--- src/hw/rtl/gmds_pkg.sv ---
// ============================================================================
// gmds_pkg
// Shared types and constants of the grid maze depth-first search solver.
// ============================================================================
`default_nettype none

package gmds_pkg;

    localparam int MAX_ROWS = 8;
    localparam int MAX_COLS = 8;
    localparam int CELLS    = 64;
    localparam int CELL_W   = 6;
    localparam int ROW_W    = 3;
    localparam int COL_W    = 3;
    localparam int DEPTH_W  = 7;
    localparam int SIDE_W   = 3;
    localparam int DIM_W    = 4;

    localparam logic [1:0] CMD_CLEAR = 2'd0;
    localparam logic [1:0] CMD_ADD   = 2'd1;
    localparam logic [1:0] CMD_SOLVE = 2'd2;

    localparam logic [1:0] SIDE_UP    = 2'd0;
    localparam logic [1:0] SIDE_LEFT  = 2'd1;
    localparam logic [1:0] SIDE_DOWN  = 2'd2;
    localparam logic [1:0] SIDE_RIGHT = 2'd3;

    localparam logic CFG_ROWS = 1'b0;
    localparam logic CFG_COLS = 1'b1;

    typedef struct packed {
        logic load_item;
        logic div_step;
        logic wall_clear;
        logic wall_rd;
        logic wall_wr_cell;
        logic wall_wr_nb;
        logic solve_init;
        logic dfs_step;
        logic pop;
        logic load_top;
        logic emit_rd;
        logic emit_out;
        logic emit_top;
        logic emit_fail;
    } gmds_ctl_t;

    typedef struct packed {
        logic div_done;
        logic in_grid;
        logic goal_ok;
        logic nb_ok;
        logic at_goal;
        logic side_done;
        logic depth_one;
        logic emit_more;
    } gmds_sts_t;

endpackage

`default_nettype wire

--- src/hw/rtl/grid_maze_dfs_solver.sv ---
// ============================================================================
// grid_maze_dfs_solver
// Depth-first search maze solver over a grid of up to 8 x 8 cells.
// ============================================================================
// A command is taken at a clock edge with start high and busy low. Clear
// (command 0) empties the wall map at that edge and never raises busy; add
// wall (command 1) holds busy through a row split by repeated subtraction,
// then a read-modify-write of the cell and, if it lies in the grid, of its
// neighbor in the wall memory; a cell outside the grid writes nothing. Solve
// (command 2) takes the split, a setup step, a search step per side tried,
// a stack pop and a reload of the top per backtrack, and a stack read and
// an output per path beat; the wall and stack memories have registered
// reads. One command runs at a time. Results come out as beats on
// path_cell/found/last marked by result_valid, one cycle each; the final
// beat shows in the first idle cycle. The receiver cannot stall, so every
// beat must be taken when shown. A failed search, or a solve with a start
// or goal cell outside the grid, gives one beat with found low and last high.
// Grid size is written on cfg_write/cfg_index/cfg_data while idle.
// Reset clears the wall map, sets an 8 x 8 grid and returns to idle.
// ============================================================================
`default_nettype none

module grid_maze_dfs_solver
    import gmds_pkg::*;
(
    input  logic              clk,
    input  logic              rst_n,
    input  logic              start,
    output logic              busy,
    input  logic [1:0]        command,
    input  logic [CELL_W-1:0] wall_cell,
    input  logic [1:0]        wall_side,
    input  logic [CELL_W-1:0] start_cell,
    input  logic [CELL_W-1:0] goal_cell,
    input  logic              cfg_write,
    input  logic              cfg_index,
    input  logic [DIM_W-1:0]  cfg_data,
    output logic              result_valid,
    output logic [CELL_W-1:0] path_cell,
    output logic              found,
    output logic              last
);

    gmds_ctl_t ctl;
    gmds_sts_t sts;

    gmds_ctrl u_ctrl (
        .clk     (clk),
        .rst_n   (rst_n),
        .start   (start),
        .command (command),
        .sts     (sts),
        .ctl     (ctl),
        .busy    (busy)
    );

    gmds_datapath u_datapath (
        .clk          (clk),
        .rst_n        (rst_n),
        .cfg_write    (cfg_write),
        .cfg_index    (cfg_index),
        .cfg_data     (cfg_data),
        .command      (command),
        .wall_cell    (wall_cell),
        .wall_side    (wall_side),
        .start_cell   (start_cell),
        .goal_cell    (goal_cell),
        .ctl          (ctl),
        .sts          (sts),
        .result_valid (result_valid),
        .path_cell    (path_cell),
        .found        (found),
        .last         (last)
    );

`ifndef SYNTHESIS
    a_mid_path_busy: assert property (@(posedge clk) disable iff (!rst_n)
        (result_valid && !last) |-> busy)
        else $error("non-final path beat shown while idle");

    a_fail_shape: assert property (@(posedge clk) disable iff (!rst_n)
        (result_valid && !found) |-> (last && (path_cell == '0)))
        else $error("no-path beat not final or cell not zero");

    a_solve_starts: assert property (@(posedge clk) disable iff (!rst_n)
        (start && !busy && (command == CMD_SOLVE)) |=> busy)
        else $error("solve command taken without going busy");
`endif

endmodule

`default_nettype wire

--- src/hw/rtl/gmds_ctrl.sv ---
// ============================================================================
// gmds_ctrl
// Command sequencer: wall clears and updates, search steps, backtracking, path output.
// ============================================================================
`default_nettype none

module gmds_ctrl
    import gmds_pkg::*;
(
    input  logic       clk,
    input  logic       rst_n,
    input  logic       start,
    input  logic [1:0] command,
    input  gmds_sts_t  sts,
    output gmds_ctl_t  ctl,
    output logic       busy
);

    localparam logic [3:0] ST_IDLE      = 4'd0;
    localparam logic [3:0] ST_DIV       = 4'd1;
    localparam logic [3:0] ST_WALL_RD   = 4'd2;
    localparam logic [3:0] ST_WALL_WR   = 4'd3;
    localparam logic [3:0] ST_WALL_NB   = 4'd4;
    localparam logic [3:0] ST_INIT      = 4'd5;
    localparam logic [3:0] ST_CHECK     = 4'd6;
    localparam logic [3:0] ST_POP       = 4'd7;
    localparam logic [3:0] ST_LOAD      = 4'd8;
    localparam logic [3:0] ST_EMIT_ADDR = 4'd9;
    localparam logic [3:0] ST_EMIT_OUT  = 4'd10;
    localparam logic [3:0] ST_EMIT_TOP  = 4'd11;
    localparam logic [3:0] ST_EMIT_FAIL = 4'd12;

    logic [3:0] state_reg;
    logic [3:0] state_next;
    logic       solve_reg;
    logic       solve_next;

    always_ff @(posedge clk or negedge rst_n)
    begin
        if (!rst_n)
        begin
            state_reg <= ST_IDLE;
            solve_reg <= 1'b0;
        end
        else
        begin
            state_reg <= state_next;
            solve_reg <= solve_next;
        end
    end

    always_comb
    begin
        ctl        = '0;
        state_next = state_reg;
        solve_next = solve_reg;
        case (state_reg)
            ST_IDLE:
            begin
                if (start)
                begin
                    case (command)
                        CMD_CLEAR:
                        begin
                            ctl.wall_clear = 1'b1;
                        end
                        CMD_ADD:
                        begin
                            ctl.load_item = 1'b1;
                            solve_next    = 1'b0;
                            state_next    = ST_DIV;
                        end
                        CMD_SOLVE:
                        begin
                            ctl.load_item = 1'b1;
                            solve_next    = 1'b1;
                            state_next    = ST_DIV;
                        end
                        default:
                        begin
                        end
                    endcase
                end
            end
            ST_DIV:
            begin
                if (solve_reg && !(sts.in_grid && sts.goal_ok))
                begin
                    state_next = ST_EMIT_FAIL;
                end
                else if (!sts.in_grid)
                begin
                    state_next = ST_IDLE;
                end
                else if (sts.div_done)
                begin
                    state_next = solve_reg ? ST_INIT : ST_WALL_RD;
                end
                else
                begin
                    ctl.div_step = 1'b1;
                end
            end
            ST_WALL_RD:
            begin
                ctl.wall_rd = 1'b1;
                state_next  = ST_WALL_WR;
            end
            ST_WALL_WR:
            begin
                ctl.wall_wr_cell = 1'b1;
                state_next       = sts.nb_ok ? ST_WALL_NB : ST_IDLE;
            end
            ST_WALL_NB:
            begin
                ctl.wall_wr_nb = 1'b1;
                state_next     = ST_IDLE;
            end
            ST_INIT:
            begin
                ctl.solve_init = 1'b1;
                state_next     = ST_CHECK;
            end
            ST_CHECK:
            begin
                if (sts.at_goal)
                begin
                    state_next = sts.depth_one ? ST_EMIT_TOP : ST_EMIT_ADDR;
                end
                else if (sts.side_done)
                begin
                    state_next = sts.depth_one ? ST_EMIT_FAIL : ST_POP;
                end
                else
                begin
                    ctl.dfs_step = 1'b1;
                end
            end
            ST_POP:
            begin
                ctl.pop    = 1'b1;
                state_next = ST_LOAD;
            end
            ST_LOAD:
            begin
                ctl.load_top = 1'b1;
                state_next   = ST_CHECK;
            end
            ST_EMIT_ADDR:
            begin
                ctl.emit_rd = 1'b1;
                state_next  = ST_EMIT_OUT;
            end
            ST_EMIT_OUT:
            begin
                ctl.emit_out = 1'b1;
                state_next   = sts.emit_more ? ST_EMIT_ADDR : ST_EMIT_TOP;
            end
            ST_EMIT_TOP:
            begin
                ctl.emit_top = 1'b1;
                state_next   = ST_IDLE;
            end
            ST_EMIT_FAIL:
            begin
                ctl.emit_fail = 1'b1;
                state_next    = ST_IDLE;
            end
            default:
            begin
                state_next = ST_IDLE;
            end
        endcase
    end

    assign busy = (state_reg != ST_IDLE);

endmodule

`default_nettype wire

--- src/hw/rtl/gmds_datapath.sv ---
// ============================================================================
// gmds_datapath
// Wall map, visited marks, search stack, grid size and result registers.
// ============================================================================
`default_nettype none

module gmds_datapath
    import gmds_pkg::*;
(
    input  logic              clk,
    input  logic              rst_n,
    input  logic              cfg_write,
    input  logic              cfg_index,
    input  logic [DIM_W-1:0]  cfg_data,
    input  logic [1:0]        command,
    input  logic [CELL_W-1:0] wall_cell,
    input  logic [1:0]        wall_side,
    input  logic [CELL_W-1:0] start_cell,
    input  logic [CELL_W-1:0] goal_cell,
    input  gmds_ctl_t         ctl,
    output gmds_sts_t         sts,
    output logic              result_valid,
    output logic [CELL_W-1:0] path_cell,
    output logic              found,
    output logic              last
);

    typedef struct packed {
        logic              ok;
        logic [CELL_W-1:0] cell_id;
        logic [ROW_W-1:0]  row;
        logic [COL_W-1:0]  col;
    } nb_t;

    typedef struct packed {
        logic [CELL_W-1:0] cell_id;
        logic [ROW_W-1:0]  row;
        logic [COL_W-1:0]  col;
        logic [SIDE_W-1:0] side;
    } stk_t;

    function automatic nb_t nb_of(
        input logic [CELL_W-1:0] cell_id,
        input logic [ROW_W-1:0]  row,
        input logic [COL_W-1:0]  col,
        input logic [1:0]        side,
        input logic [DIM_W-1:0]  rows,
        input logic [DIM_W-1:0]  cols
    );
        nb_t n;
        n.ok      = 1'b0;
        n.cell_id = cell_id;
        n.row     = row;
        n.col     = col;
        case (side)
            SIDE_UP:
            begin
                n.ok      = (row != '0);
                n.cell_id = cell_id - {2'b00, cols};
                n.row     = row - 1'b1;
            end
            SIDE_LEFT:
            begin
                n.ok      = (col != '0);
                n.cell_id = cell_id - 1'b1;
                n.col     = col - 1'b1;
            end
            SIDE_DOWN:
            begin
                n.ok      = (({1'b0, row} + 4'd1) < rows);
                n.cell_id = cell_id + {2'b00, cols};
                n.row     = row + 1'b1;
            end
            SIDE_RIGHT:
            begin
                n.ok      = (({1'b0, col} + 4'd1) < cols);
                n.cell_id = cell_id + 1'b1;
                n.col     = col + 1'b1;
            end
            default:
            begin
            end
        endcase
        return n;
    endfunction

    // grid size
    logic [DIM_W-1:0]   grid_rows_reg;
    logic [DIM_W-1:0]   grid_cols_reg;
    logic [DIM_W-1:0]   rows_eff;
    logic [DIM_W-1:0]   cols_eff;
    logic [DEPTH_W-1:0] ncells;

    always_ff @(posedge clk or negedge rst_n)
    begin
        if (!rst_n)
        begin
            grid_rows_reg <= DIM_W'(MAX_ROWS);
            grid_cols_reg <= DIM_W'(MAX_COLS);
        end
        else if (cfg_write)
        begin
            case (cfg_index)
                CFG_ROWS: grid_rows_reg <= cfg_data;
                CFG_COLS: grid_cols_reg <= cfg_data;
                default:  grid_rows_reg <= grid_rows_reg;
            endcase
        end
    end

    always_comb
    begin
        rows_eff = (grid_rows_reg == '0) ? DIM_W'(1)
                 : (grid_rows_reg > DIM_W'(MAX_ROWS)) ? DIM_W'(MAX_ROWS) : grid_rows_reg;
        cols_eff = (grid_cols_reg == '0) ? DIM_W'(1)
                 : (grid_cols_reg > DIM_W'(MAX_COLS)) ? DIM_W'(MAX_COLS) : grid_cols_reg;
        ncells   = {3'b000, rows_eff} * {3'b000, cols_eff};
    end

    // item capture and row/column split by repeated subtraction
    logic [CELL_W-1:0] cur_reg;
    logic [CELL_W-1:0] rem_reg;
    logic [ROW_W-1:0]  row_reg;
    logic [1:0]        side_in_reg;
    logic [CELL_W-1:0] goal_reg;

    always_ff @(posedge clk)
    begin
        if (ctl.load_item)
        begin
            cur_reg     <= (command == CMD_SOLVE) ? start_cell : wall_cell;
            rem_reg     <= (command == CMD_SOLVE) ? start_cell : wall_cell;
            row_reg     <= '0;
            side_in_reg <= wall_side;
            goal_reg    <= goal_cell;
        end
        else if (ctl.div_step)
        begin
            rem_reg <= rem_reg - {2'b00, cols_eff};
            row_reg <= row_reg + 1'b1;
        end
    end

    // search top of stack
    logic [CELL_W-1:0]  top_cell_reg;
    logic [ROW_W-1:0]   top_row_reg;
    logic [COL_W-1:0]   top_col_reg;
    logic [SIDE_W-1:0]  top_side_reg;
    logic [DEPTH_W-1:0] depth_reg;
    logic [CELL_W-1:0]  emit_idx_reg;
    logic [CELLS-1:0]   visited_reg;

    nb_t nb_wall;
    nb_t nb_top;
    logic [3:0] wall_eff;
    logic       push_ok;

    // wall map memory with per-entry valid bits
    logic [3:0]        wall_mem [CELLS];
    logic [CELLS-1:0]  wall_vld_reg;
    logic [3:0]        wall_rd_reg;
    logic              wall_rd_vld_reg;
    logic              wall_we;
    logic [CELL_W-1:0] wall_wr_addr;
    logic [3:0]        wall_wr_data;
    logic              wall_re;
    logic [CELL_W-1:0] wall_rd_addr;

    // search stack memory
    stk_t              stk_mem [CELLS];
    stk_t              stk_rd_reg;
    stk_t              stk_wr_data;
    logic              stk_we;
    logic [CELL_W-1:0] stk_wr_addr;
    logic              stk_re;
    logic [CELL_W-1:0] stk_rd_addr;

    always_comb
    begin
        nb_wall  = nb_of(cur_reg, row_reg, rem_reg[COL_W-1:0], side_in_reg, rows_eff, cols_eff);
        nb_top   = nb_of(top_cell_reg, top_row_reg, top_col_reg, top_side_reg[1:0],
                         rows_eff, cols_eff);
        wall_eff = wall_rd_vld_reg ? wall_rd_reg : 4'b0000;
        push_ok  = !wall_eff[top_side_reg[1:0]] && nb_top.ok && !visited_reg[nb_top.cell_id]
                 && (depth_reg < DEPTH_W'(CELLS));

        wall_we      = ctl.wall_wr_cell || ctl.wall_wr_nb;
        wall_wr_addr = ctl.wall_wr_cell ? cur_reg : nb_wall.cell_id;
        wall_wr_data = ctl.wall_wr_cell ? (wall_eff | (4'b0001 << side_in_reg))
                                        : (wall_eff | (4'b0001 << (side_in_reg + 2'd2)));
        wall_re      = ctl.wall_rd || ctl.solve_init || ctl.load_top
                     || (ctl.dfs_step && push_ok) || (ctl.wall_wr_cell && nb_wall.ok);
        if (ctl.load_top)
            wall_rd_addr = stk_rd_reg.cell_id;
        else if (ctl.dfs_step)
            wall_rd_addr = nb_top.cell_id;
        else if (ctl.wall_wr_cell)
            wall_rd_addr = nb_wall.cell_id;
        else
            wall_rd_addr = cur_reg;

        stk_we              = ctl.dfs_step && push_ok;
        stk_wr_addr         = CELL_W'(depth_reg - 7'd1);
        stk_wr_data.cell_id = top_cell_reg;
        stk_wr_data.row     = top_row_reg;
        stk_wr_data.col     = top_col_reg;
        stk_wr_data.side    = top_side_reg + 1'b1;
        stk_re              = ctl.pop || ctl.emit_rd;
        stk_rd_addr         = ctl.pop ? CELL_W'(depth_reg - 7'd2) : emit_idx_reg;
    end

    always_ff @(posedge clk or negedge rst_n)
    begin
        if (!rst_n)
            wall_vld_reg <= '0;
        else if (ctl.wall_clear)
            wall_vld_reg <= '0;
        else if (wall_we)
            wall_vld_reg[wall_wr_addr] <= 1'b1;
    end

    always_ff @(posedge clk)
    begin
        if (wall_we)
            wall_mem[wall_wr_addr] <= wall_wr_data;
        if (wall_re)
        begin
            wall_rd_reg     <= wall_mem[wall_rd_addr];
            wall_rd_vld_reg <= wall_vld_reg[wall_rd_addr];
        end
    end

    always_ff @(posedge clk)
    begin
        if (stk_we)
            stk_mem[stk_wr_addr] <= stk_wr_data;
        if (stk_re)
            stk_rd_reg <= stk_mem[stk_rd_addr];
    end

    always_ff @(posedge clk or negedge rst_n)
    begin
        if (!rst_n)
        begin
            depth_reg    <= '0;
            emit_idx_reg <= '0;
            visited_reg  <= '0;
        end
        else if (ctl.solve_init)
        begin
            depth_reg    <= DEPTH_W'(1);
            emit_idx_reg <= '0;
            visited_reg  <= CELLS'(1) << cur_reg;
        end
        else if (ctl.dfs_step && push_ok)
        begin
            depth_reg                   <= depth_reg + 1'b1;
            visited_reg[nb_top.cell_id] <= 1'b1;
        end
        else if (ctl.pop)
        begin
            depth_reg <= depth_reg - 1'b1;
        end
        else if (ctl.emit_out)
        begin
            emit_idx_reg <= emit_idx_reg + 1'b1;
        end
    end

    always_ff @(posedge clk)
    begin
        if (ctl.solve_init)
        begin
            top_cell_reg <= cur_reg;
            top_row_reg  <= row_reg;
            top_col_reg  <= rem_reg[COL_W-1:0];
            top_side_reg <= '0;
        end
        else if (ctl.dfs_step)
        begin
            if (push_ok)
            begin
                top_cell_reg <= nb_top.cell_id;
                top_row_reg  <= nb_top.row;
                top_col_reg  <= nb_top.col;
                top_side_reg <= '0;
            end
            else
            begin
                top_side_reg <= top_side_reg + 1'b1;
            end
        end
        else if (ctl.load_top)
        begin
            top_cell_reg <= stk_rd_reg.cell_id;
            top_row_reg  <= stk_rd_reg.row;
            top_col_reg  <= stk_rd_reg.col;
            top_side_reg <= stk_rd_reg.side;
        end
    end

    // result registers
    logic              result_valid_reg;
    logic [CELL_W-1:0] path_cell_reg;
    logic              found_reg;
    logic              last_reg;

    always_ff @(posedge clk or negedge rst_n)
    begin
        if (!rst_n)
            result_valid_reg <= 1'b0;
        else
            result_valid_reg <= ctl.emit_out || ctl.emit_top || ctl.emit_fail;
    end

    always_ff @(posedge clk)
    begin
        if (ctl.emit_out)
        begin
            path_cell_reg <= stk_rd_reg.cell_id;
            found_reg     <= 1'b1;
            last_reg      <= 1'b0;
        end
        else if (ctl.emit_top)
        begin
            path_cell_reg <= top_cell_reg;
            found_reg     <= 1'b1;
            last_reg      <= 1'b1;
        end
        else if (ctl.emit_fail)
        begin
            path_cell_reg <= '0;
            found_reg     <= 1'b0;
            last_reg      <= 1'b1;
        end
    end

    assign result_valid = result_valid_reg;
    assign path_cell    = path_cell_reg;
    assign found        = found_reg;
    assign last         = last_reg;

    always_comb
    begin
        sts.div_done  = (rem_reg < {2'b00, cols_eff});
        sts.in_grid   = ({1'b0, cur_reg} < ncells);
        sts.goal_ok   = ({1'b0, goal_reg} < ncells);
        sts.nb_ok     = nb_wall.ok;
        sts.at_goal   = (top_cell_reg == goal_reg);
        sts.side_done = top_side_reg[2];
        sts.depth_one = (depth_reg == DEPTH_W'(1));
        sts.emit_more = (({1'b0, emit_idx_reg} + 7'd2) < depth_reg);
    end

endmodule

`default_nettype wire

--- config.mk ---
export PLATFORM = sky130hd
export DESIGN_NAME = grid_maze_dfs_solver
export DESIGN_NICKNAME = d
export VERILOG_FILES = /design/src/hw/rtl/gmds_pkg.sv /design/src/hw/rtl/grid_maze_dfs_solver.sv /design/src/hw/rtl/gmds_ctrl.sv /design/src/hw/rtl/gmds_datapath.sv
export SDC_FILE = /design/constraint.sdc
export NUM_CORES = 2
export LEC_CHECK = 0
export ABC_CLOCK_PERIOD_IN_PS = 11700
export BUFFER_PORTS_ARGS = -buffer_cell sky130_fd_sc_hd__buf_4
export CAP_MARGIN = 20
export CORE_MARGIN = 8
export CORE_UTILIZATION = 32
export CTS_CLUSTER_SIZE = 20
export DETAILED_ROUTE_END_ITERATION = 10
export PLACE_DENSITY_LB_ADDON = 0.05
export SYNTH_ARGS = -nofsm -noshare
export SYNTH_HDL_FRONTEND = slang
export SYNTH_HIERARCHICAL = 1
export SYNTH_SLANG_ARGS = --single-unit
--- constraint.sdc ---
create_clock -name clk -period 11.7 [get_ports clk]
set_input_delay 1.17 -clock clk [delete_from_list [all_inputs] [get_ports clk]]
set_output_delay 1.17 -clock clk [all_outputs]
set_load 0.01 [all_outputs]
==> Flow_metrics.wiki <==
{| class="wikitable"
! Metric !! Value
|-
| Crit path kind || reg2reg
|-
| Maximum clock rate || 136 MHz
|-
| Via-to-Cell Ratio || ~5.3
|-
| Clk sinks || 1437
|-
| TritonCTS clock tree || yes
|-
| Basic-gate share of the synthesized area counting and, or, nand and nor cells || roughly 14%
|-
| Standard cell area after detailed placement || 66400 um^2
|-
| Number of slew-limit violations in the final report || 0
|-
| Power density normalized to cell area || around 230 nW/um^2
|-
| Synth-to-Final Area Change || 14.1%
|-
| Vias after detailed routing || 41.7k
|-
| Number of distinct standard cells referenced by the synthesized netlist || 90
|-
| Worst-case hold slack || 450 ps
|-
| Multiplexer share of the synthesized area || 1.93%
|-
| Arrival time reported for the critical path endpoint || 7770 ps
|-
| Post-detailed-placement half-perimeter wirelength || approximately 120 mm
|-
| Tightest Pin Transition || 1160 ps
|-
| CTS Hold Bufs || 0
|-
| Share of the synthesized netlist area taken by xor and xnor gates || 0.791%
|-
| H-tree Lvls || 4
|-
| Final critical path time including I/O delays and setup || around 7300 ps
|-
| Synthesized instance count || 5156
|-
| Cts repair resizes || 0
|-
| Leakage power figure || 24.7 nW
|-
| Seq cells post-synth || 1437
|-
| Combinational family with the most area after synthesis || simple AND/OR/NAND/NOR gates
|-
| Normalized max-slew margin || between 20 and 25%
|-
| Count of maximum capacitance violations || 0
|-
| Final Total Pwr || 16.6 mW
|-
| Remaining antenna violation count || 0
|-
| Pin count of the biggest net entering global routing || approximately 160
|-
| Share of synthesized cell area in full adder, half adder and majority cells || 1.86%
|-
| Hold Crit Class || in2async
|-
| Wire length of the first global-routing pass || 300 mm
|-
| CTS clk-pin slew, worst paths || 60 ps
|-
| Die Outline Area || 211000 um^2
|-
| Global routing usage summed across all routing layers || 19.1%
|-
| Drt wl/cell || 26.4 um
|-
| Die width || 459 um
|-
| Worst path required time || 12120 ps
|-
| Initial DRC count || roughly 3.3k
|-
| Final worst path period share || 62.8%
|-
| Setup repair after global routing missed its margin || false
|-
| Share of synthesized area occupied by flip-flops and latches || 67.4%
|-
| Regs by FF count || u_datapath/stk_mem: 960 flops, u_datapath/wall_mem: 256 flops
|-
| Number of ports placed on the die boundary || between 40 and 50
|-
| Initial Utilization || 32.2%
|-
| Latest clock arrival within the worst-skew pair || 810 ps
|-
| Total number of placement rows || ~160
|-
| FF-to-FF setup slack || 4350 ps
|-
| Setup TNS || 0 ps
|-
| Total detailed-routing wirelength || 209 mm
|-
| Clock buffers created by TritonCTS || 166
|-
| Type of element capturing the critical path || flop
|-
| Antenna violations before repair || 7
|-
| Vias in the first global route || 41.1k
|-
| DR DRC count || 0
|-
| Hold Vio Cnt, Final || 0
|-
| Number of iterations in the first detailed-routing pass || 5
|-
| Primary FF master, synth || edfxtp_1
|-
| Post-CTS repair timing setup buffer count || 0
|-
| Setup violations, final || 0
|-
| Maximum fanout along the worst path || 24
|-
| Syn Area/Cell || about 12 um^2
|-
| Layout cells sized above 1 || 10.3%
|-
| Clock tree root buffer cell || clkbuf_16
|-
| Element type at the critical path start || flop
|-
| Synthesis Warnings || 6
|-
| Flip-flop count of the largest register after layout || 960
|-
| Remaining global-route overflow || 0
|-
| Complex-gate fraction of the synthesized area || 10.8%
|-
| Placer Congestion || ~0.79
|-
| Worst vdd ir || 0.151 mV
|-
| Combined area of all synthesized cells || 62800 um^2
|-
| Count of flip-flops with a built-in enable after synthesis || between 1k and 1.5k
|-
| Layout Nets || approximately 5.3k
|-
| Number of buffers on the longest clock path || 3
|-
| Asr flop ratio synth || 10.8%
|-
| Status || complete, no violations
|-
| Port Buffer Count || 40
|-
| Reg with most FFs || u_datapath/stk_mem
|-
| Setup clock skew after layout || 21.4 ps
|-
| Core box area || 195000 um^2
|-
| Post-route design area || 71600 um^2
|-
| Overall die height || 459 um
|-
| Syn_nets || between 5k and 6k
|}
[where the power goes]
part | leakage [nW] | internal, mW | switching, mW
clock | 2.57 | 2.91 | 2.13
sequential | 13.6 | 6.22 | 0.198
combinational | 8.55 | 1.45 | 3.73
total | 24.7 | 10.6 | 6.06
[critical path, cell delays in order, from the launching register on]
cell and delay (ps):
dfstp_2 580, clkinv_1 310, o21ai_1 540, ha_1 240, nand2_1 60, o21ai_0 130
inv_1 100, fa_1 490, xnor2_2 850, mux2_1 400, a22oi_1 180, o311ai_0 200
a311o_1 440, nor3_4 280, buf_4 350, nand4_2 780, nor2_2 980
[worst paths after layout]
| kind | startpoint | depth (start not counted) | endpoint |
|---|---|---|---|
| min in group clk | u_datapath/visited_reg[34] | 2 | u_datapath/visited_reg[34] |
| max in group asynchronous | rst_n | 2 | u_datapath/emit_idx_reg[1] |
| worst max register to register | u_datapath/grid_cols_reg[3] | 16 | u_datapath/stk_mem[57][5] |
| worst max-delay path | u_datapath/grid_cols_reg[3] | 16 | u_datapath/stk_mem[57][5] |
| worst min register to register | u_datapath/visited_reg[34] | 2 | u_datapath/visited_reg[34] |
| worst min-delay path | rst_n | 1 | u_datapath/visited_reg[2] |
[cell type report]
class                   instances  area, um^2
well taps                    2624        3280
clock buffers                 223        4660
repair buffers                177        1490
diodes                          6        15.0
multi-input cells            3225       18800
flip-flops and latches       1437       42300
inverters                     127         477
fillers                     19165      123000
clock inverters                76         557
[cell usage after synthesis, drive strengths merged, types with 69 or more instances]
cell type,instances,area (um^2)
a211oi,98,736
dfrtp,153,3830
inv,123,462
a311oi,165,1450
nand2,1189,4460
o22ai,110,701
and3,156,976
ha,79,988
o21ai,82,410
edfxtp,1274,38300
nand3,286,1460
mux2i,69,691
clkbuf,288,1080
a31oi,140,876
a21oi,117,586
nor2,234,893
buf,79,382
[through the flow]
step,utilization [%],setup WS [ps],instances
after global routing,36.7,4050,7890
after floorplan,-,6010,5156
after detailed placement,34.0,4320,7586
final,36.7,4350,7895
after global placement,34.0,3970,7582
after CTS,36.7,4290,7885
[cells by family (layout without fill, tap and decap cells)]
family	count (synthesis)	count (layout)
AO/OA/AOI/OAI	942	942
XOR/XNOR	55	55
adder cells (fa/ha/maj)	88	88
buffers and inverters	494	603
flip-flops	1437	1437
multiplexers	105	105
other	0	6
AND/OR/NAND/NOR	2035	2035
[layer usage]
| layer | GRT usage, % | vias up | part of all wire (%) |
|---|---|---|---|
| met5 | 0 | - | 0 |
| met4 | 5.78 | 0 | 2.8 |
| met3 | 3.20 | 270 | 5.3 |
| met2 | 29.1 | 1066 | 44 |
| met1 | 28.1 | 21193 | 48 |
| li1 | - | 19141 | - |
[cells in the final DEF, fill, tap and decap left out, types with 14 or more instances in the layout]
cell type	count
a211o_1	17
a211oi_1	98
a21oi_1	112
a221oi_1	14
a311o_1	16
a311oi_1	165
a31oi_1	140
a32oi_1	16
and3_1	156
buf_4	161
clkbuf_1	38
clkbuf_16	175
clkinv_1	37
clkinv_2	29
dfrtp_1	153
edfxtp_1	1274
ha_1	78
inv_1	120
mux2_2	20
mux2i_1	68
nand2_1	1187
nand2b_1	55
nand3_1	279
nor2_1	198
nor2_2	32
nor2b_1	23
nor3_1	22
o211ai_1	26
o21ai_0	72
o221ai_1	36
o22ai_1	108
or2_2	18
xnor2_1	34
xor2_1	17
No activity file was read; power rests on OpenSTA's default activity.
